[src/rtl/core/position_grid_histogram_unit_defines.svh]
// ---------------------------------------------------------------------------
// position grid histogram unit: assertion macros
// shared property forms for the histogram rtl, clocked on aclk, off in reset
// ---------------------------------------------------------------------------
`ifndef POSITION_GRID_HISTOGRAM_UNIT_DEFINES_SVH
`define POSITION_GRID_HISTOGRAM_UNIT_DEFINES_SVH

// same-cycle implication
`define PGH_ASSERT_SAME(name, ante, cons, msg) \
    name: assert property (@(posedge aclk) disable iff (!aresetn) (ante) |-> (cons)) \
        else $error(msg);

// next-cycle implication
`define PGH_ASSERT_NEXT(name, ante, cons, msg) \
    name: assert property (@(posedge aclk) disable iff (!aresetn) (ante) |=> (cons)) \
        else $error(msg);

`endif

[src/rtl/core/pgh_pkg.sv]
// ---------------------------------------------------------------------------
// pgh_pkg
// widths, codes and defaults shared by the position grid histogram rtl
// ---------------------------------------------------------------------------
package pgh_pkg;

    // field widths
    localparam int POS_W      = 25;  // signed degrees, 16 fraction bits
    localparam int SCALE_W    = 32;  // unsigned Q16.16 bins per degree
    localparam int SCALE_SH   = 32;  // bin = (diff * scale) >> 32
    localparam int USED_W     = 7;
    localparam int BIN_W      = 6;
    localparam int MODE_W     = 2;
    localparam int CFG_IDX_W  = 3;
    localparam int CFG_DATA_W = 32;

    // parameter defaults
    localparam int DEF_MAX_BINS_X = 64;
    localparam int DEF_MAX_BINS_Y = 64;
    localparam int DEF_COUNT_BITS = 20;

    // transaction modes
    typedef logic [MODE_W-1:0] mode_t;
    localparam mode_t MODE_ADD        = 2'd0;
    localparam mode_t MODE_READ       = 2'd1;
    localparam mode_t MODE_READ_CLEAR = 2'd2;

    // result status
    typedef enum logic [1:0] {
        ST_COUNTED = 2'd0,
        ST_DEAD    = 2'd1,
        ST_OUTSIDE = 2'd2,
        ST_READ    = 2'd3
    } status_t;

    // configuration register indexes
    typedef logic [CFG_IDX_W-1:0] cfg_idx_t;
    localparam cfg_idx_t CFG_LON_ORIGIN = 3'd0;
    localparam cfg_idx_t CFG_LAT_ORIGIN = 3'd1;
    localparam cfg_idx_t CFG_LON_SCALE  = 3'd2;
    localparam cfg_idx_t CFG_LAT_SCALE  = 3'd3;
    localparam cfg_idx_t CFG_X_USED     = 3'd4;
    localparam cfg_idx_t CFG_Y_USED     = 3'd5;

    // configuration reset values
    localparam logic signed [POS_W-1:0] RST_LON_ORIGIN = -25'sd393216;  // -6 deg
    localparam logic signed [POS_W-1:0] RST_LAT_ORIGIN = 25'sd1966080;  // 30 deg
    localparam logic [SCALE_W-1:0]      RST_LON_SCALE  = 32'd97541;
    localparam logic [SCALE_W-1:0]      RST_LAT_SCALE  = 32'd262144;
    localparam logic [USED_W-1:0]       RST_X_USED     = 7'd64;
    localparam logic [USED_W-1:0]       RST_Y_USED     = 7'd64;

    // per-axis stage controls
    typedef struct packed {
        logic load_diff;
        logic load_mul;
    } axis_ctl_t;

endpackage

[src/rtl/core/pgh_axis.sv]
// ---------------------------------------------------------------------------
// pgh_axis
// one axis of the binning path: origin subtract, scale multiply, range check
// ---------------------------------------------------------------------------
module pgh_axis #(
    parameter  int MAX_BINS = pgh_pkg::DEF_MAX_BINS_X,
    localparam int IDX_W    = (MAX_BINS > 1) ? $clog2(MAX_BINS) : 1
) (
    input  logic                              aclk,
    input  pgh_pkg::axis_ctl_t                ctl,
    input  logic signed [pgh_pkg::POS_W-1:0]  pos,
    input  logic signed [pgh_pkg::POS_W-1:0]  origin,
    input  logic [pgh_pkg::SCALE_W-1:0]       scale,
    input  logic [pgh_pkg::USED_W-1:0]        used,
    output logic                              outside,
    output logic [IDX_W-1:0]                  bin
);
    import pgh_pkg::*;

    localparam int DIFF_W = POS_W + 1;
    localparam int PROD_W = POS_W + SCALE_W;
    localparam int QUO_W  = PROD_W - SCALE_SH;

    logic signed [DIFF_W-1:0] diff_reg;
    logic [PROD_W-1:0]        prod;
    logic [QUO_W-1:0]         quo_reg;
    logic                     neg_reg;

    // a nonnegative difference always fits in POS_W bits
    assign prod = diff_reg[POS_W-1:0] * scale;

    always_ff @(posedge aclk) begin
        if (ctl.load_diff) begin
            diff_reg <= DIFF_W'(pos) - DIFF_W'(origin);
        end
        if (ctl.load_mul) begin
            quo_reg <= prod[PROD_W-1:SCALE_SH];
            neg_reg <= diff_reg[DIFF_W-1];
        end
    end

    assign outside = neg_reg
                   | (quo_reg >= QUO_W'(used))
                   | (quo_reg >= QUO_W'(MAX_BINS));
    assign bin     = quo_reg[IDX_W-1:0];

endmodule

[config.mk]
export PLATFORM = sky130hd
export DESIGN_NAME = pgh_axis
export DESIGN_NICKNAME = d
export VERILOG_FILES = /design/src/rtl/core/position_grid_histogram_unit_defines.svh /design/src/rtl/core/pgh_pkg.sv /design/src/rtl/core/pgh_axis.sv
export SDC_FILE = /design/constraint.sdc
export NUM_CORES = 2
export LEC_CHECK = 0
export BUFFER_PORTS_ARGS = -buffer_cell sky130_fd_sc_hd__buf_2
export CORE_MARGIN = 10
export CORE_UTILIZATION = 58
export DETAILED_ROUTE_END_ITERATION = 8
export PLACE_DENSITY = 0.79
export SYNTH_ARGS = -nofsm -noshare
export SYNTH_HDL_FRONTEND = slang
export SYNTH_SLANG_ARGS = --single-unit
[constraint.sdc]
create_clock -name aclk -period 9.3 [get_ports aclk]
set_input_delay 1.86 -clock aclk [delete_from_list [all_inputs] [get_ports aclk]]
set_output_delay 1.86 -clock aclk [all_outputs]
set_load 0.01 [all_outputs]
# Yosys cells after proc, flatten, opt, wreduce, memory -nomap -nowiden

Cells that the tools add are included.

Multiply operators: 1
$lt $le $gt $ge: 2
Bitwise gates (word level): 2
$add $sub $neg: 1

Operators by type and width:

| cell                                                  | number |
|---|---|
| multiplier 25 x 32 -> 57 bit                          | 1 |
| subtractor 25 x 25 -> 26 bit                          | 1 |
| >= comparator 25 x 7 -> 1 bit                         | 1 |
| >= comparator 25 x 7 -> 1 bit (second input constant) | 1 |
| OR 1 bit                                              | 2 |

Input port bits: 92
Output and inout port bits: 7
Bits in registers: 52

# Depth between registers and ports, before layout

Depth after elaboration: 3
Gate-level depth with buffers: 27

# Least setup slack after synthesis

Ideal clock, no wire load.

Path type: input to register
Start: input scale[10] (netlist bit)
End: register quo_reg[24], data pin
Path slack: 0.817 ns
Data required time: 9.040 ns
Path buffers: 1
Data arrival time: 8.223 ns
Cell stages on the path: 26
Path through: clkbuf_1 nand2_1 fa_1 fa_1 inv_1 fa_1 inv_1 fa_1 inv_1 fa_1 fa_1 inv_1 fa_1 inv_1 ha_1 nand2_1 o21ai_1 a41oi_1 or4_4 a32o_1 a211o_1 and2_4 o21ai_4 a21oi_2 o2111ai_2 xnor2_1

Longest elaborated chain between the ends: 1

RTL lines:

| item                         | RTL line       | source |
|---|---|---|
| start, declared              | pgh_axis.sv:13 | `input logic [pgh_pkg::SCALE_W-1:0] scale,` |
| multiplier 25 x 32 -> 57 bit | pgh_axis.sv:30 | `assign prod = diff_reg[POS_W-1:0] * scale;` |
| net prod[56]                 | pgh_axis.sv:25 | `logic [PROD_W-1:0] prod;` |
| end signal, assigned         | pgh_axis.sv:37 | `quo_reg <= prod[PROD_W-1:SCALE_SH];` |
| end, declared                | pgh_axis.sv:26 | `logic [QUO_W-1:0] quo_reg;` |

The timed path passes the listed nets, and every way through them passes these cells.
A chain may end at the register's enable or synchronous reset.

# Worst setup path after layout

Start: input scale[10] (netlist bit)
End: register quo_reg[19], data pin

Same word-level chain as after synthesis.

==> results_dict.tcl <==
set metrics [dict create \
    hp-class "flop to flop" \
    cts.sinks 52 \
    h-tree-depth 2 \
    io_buffer_count 98 \
    cts_tree "done" \
    die-height_um 240 \
    reg2reg_depth 24 \
    skew_ns 0.0145 \
    cts_buffer_depth 2 \
    place_congestion 0.940 \
    synth_most_common_cell "inv_1" \
    netlist.top_cell.by_area "fa_1" \
    post_cts_buffers 0 \
    criticalPathCategory "primary input to flop" \
    core-area_mm2 0.0477 \
    drive_gt1_share_pct 6.06 \
    grt_pass1_wl_mm 123 \
    overflow 0 \
    syn_inst 3074 \
    synth.cell_area_mm2 0.0281 \
    wl_mm 75.5 \
    ys.flop_type "edfxtp_1" \
    die_w_um 240 \
    synthTopCellsByCount "inv_1 (782), fa_1 (687), and2_1 (428), nand2_1 (406), ha_1 (221)" \
    crit_fanout 15 \
    min_to "neg_reg" \
    synth-edff-count 52 \
    slew_viol_final 0 \
    route.vias.total 20900 \
    cp_data_arrival_time_ns 8.98 \
    syn_nets 4074 \
    drt.antenna.violating_nets 0 \
    wire_per_inst_um 20.3 \
    grt_pass1_vias 24000 \
    max_slew_margin_pct 11.2 \
    antenna_found_initial 1 \
    max_freq_ghz 0.112 \
    fp.dieArea_mm2 0.0576 \
    synthesis.yosys.warnings 0 \
    min_from "diff_reg[25]" \
    whs_path_depth 0 \
    syn_area_per_cell_um2 9.13 \
    setup_tns_ns 0 \
    nets 4103 \
    hpwl_mm 62.2 \
    drt-initial-drc-count 1395 \
    pin_count 99 \
    track_usage_pct 27.5 \
    cp-end-kind "flop" \
    ys_types 57 \
    vias_per_cell 5.61 \
    rsz0062_at_grt "no" \
    worstSkewPairLatency_ns 0.32 \
    hold_buffers 0 \
    synth_seq_area_share_pct 5.57 \
    period_share_pct 95.9 \
    setup_violations 0 \
    clk_pin_slew_ns 0.07 \
    grt_max_degree 32 \
    async_reset_ff_share_pct 0 \
    worstMarginPinSlew_ns 1.33 \
    ys_ff_latch 52 \
    area_delta_synth_final_pct 5.13 \
    dr.pass1.iters 5 \
    period_needed_ns 8.92 \
    post-route-drc-count 0 \
    r2r_slack_ns 0.95 \
    startpoint_type "primary input" \
    synth.area.top_cells "fa_1 (49%), inv_1 (10%), ha_1 (9.9%)" \
    clk_root_buffer_cell "clkbuf_16" \
    start_util_pct 58.8 \
    hold_viol_final 0 \
    required_ns 9.36 \
    r2r_start "diff_reg[4]" \
    maxCapViolCount 0 \
    status "finished clean" \
    std_cell_rows 80 \
    cts_resized 0 \
    yosysTopAreaCellShare_pct 49.0 \
    largest_reg_flops 26 \
    timing.rr.end "quo_reg[23]" \
    numCtsBuffers 5 \
]
==> worst max-delay path: stages <==
cell      delay, ns
buf_2          0.37
buf_4          0.31
nand2_1        0.13
fa_1           0.56
inv_1          0.05
fa_1           0.48
inv_1          0.06
fa_1           0.54
inv_1          0.05
ha_1           0.20
fa_1           0.49
fa_1           0.56
inv_1          0.05
fa_1           0.47
inv_1          0.04
ha_1           0.33
a21oi_1        0.28
o211ai_1       0.14
a211oi_1       0.28
o41ai_1        0.15
nor3b_1        0.28
a211o_1        0.34
a21oi_1        0.15
o31a_2         0.38
o211ai_2       0.20
a211o_1        0.16
nand3_1        0.07
==> cell usage in the layout, fill, tap and decap left out, types with 5 or more instances in the layout <==
cell type	instances
and3_1	6
xnor2_1	31
clkbuf_16	5
inv_1	782
buf_2	98
nand2_1	406
nand2b_1	8
nor2b_1	15
nor2_1	34
o21ai_0	32
nand4_1	10
ha_1	221
o21bai_1	7
a21o_1	30
edfxtp_1	52
a21oi_1	60
nor4_1	6
o21a_1	7
and2_1	428
xor2_1	13
nor3_1	5
fa_1	687
buf_4	70
a211oi_1	9
o21ai_1	6
nand3_1	19
==> layer usage <==
layer | share of wire (%) | vias up | GRT usage [%]
met1 | 36 | 10700 | 31.4
met2 | 52 | 891 | 49.3
li1 | - | 8976 | -
met4 | 5.5 | 0 | 13.9
met5 | 0 | - | 0
met3 | 7.2 | 301 | 4.41
==> per-stage QoR <==
stage          instance area [µm²]  setup WS (ns)  std cells  hold slack (ns)  utilization (%)
6_report                     29500          0.381       3720            0.666             61.8
5_1_grt                      29500          0.137       3719            0.646             61.8
4_1_cts                      29500          0.481       3718            0.652             61.8
3_5_place_dp                 29300          0.140       3711            0.635             61.4
3_3_place_gp                 29300          0.270       3711            0.634             61.4
2_1_floorplan                28100          0.817       3074            0.400                -
==> cell families (layout without fill, tap and decap cells) <==
logic type	after synthesis	after routing	share of synthesized area, %
AND/OR/NAND/NOR	949	949	17.2
buffers and inverters	930	959	12.5
adder cells (fa/ha/maj)	908	908	58.9
AO/OA/AOI/OAI	190	190	4.39
flip-flops	52	52	5.57
XOR/XNOR	44	44	1.37
multiplexers	1	1	0.0357
other	0	2	0
==> cell type report <==
class / count / area, µm²
clock buffers: 5 / 125
well taps: 615 / 769
repair buffers: 170 / 1060
inverters: 782 / 2940
diodes: 2 / 5.00
clock inverters: 2 / 60.1
flip-flops and latches: 52 / 1560
fillers: 3932 / 18300
multi-input cells: 2092 / 23000
==> how the worst max path moves through the flow <==
stage          startpoint     endpoint  slack, ns
6_report        scale[10]  quo_reg[19]       0.38
5_1_grt         scale[10]  quo_reg[18]       0.14
4_1_cts         scale[15]  quo_reg[19]       0.48
3_5_place_dp    scale[15]  quo_reg[19]       0.14
3_3_place_gp    scale[10]  quo_reg[24]       0.27
2_1_floorplan   scale[10]  quo_reg[24]       0.82
Power is left out: the tool's default activity adds up to more than one toggle a clock period on the data nets, which glitch-free logic cannot reach.
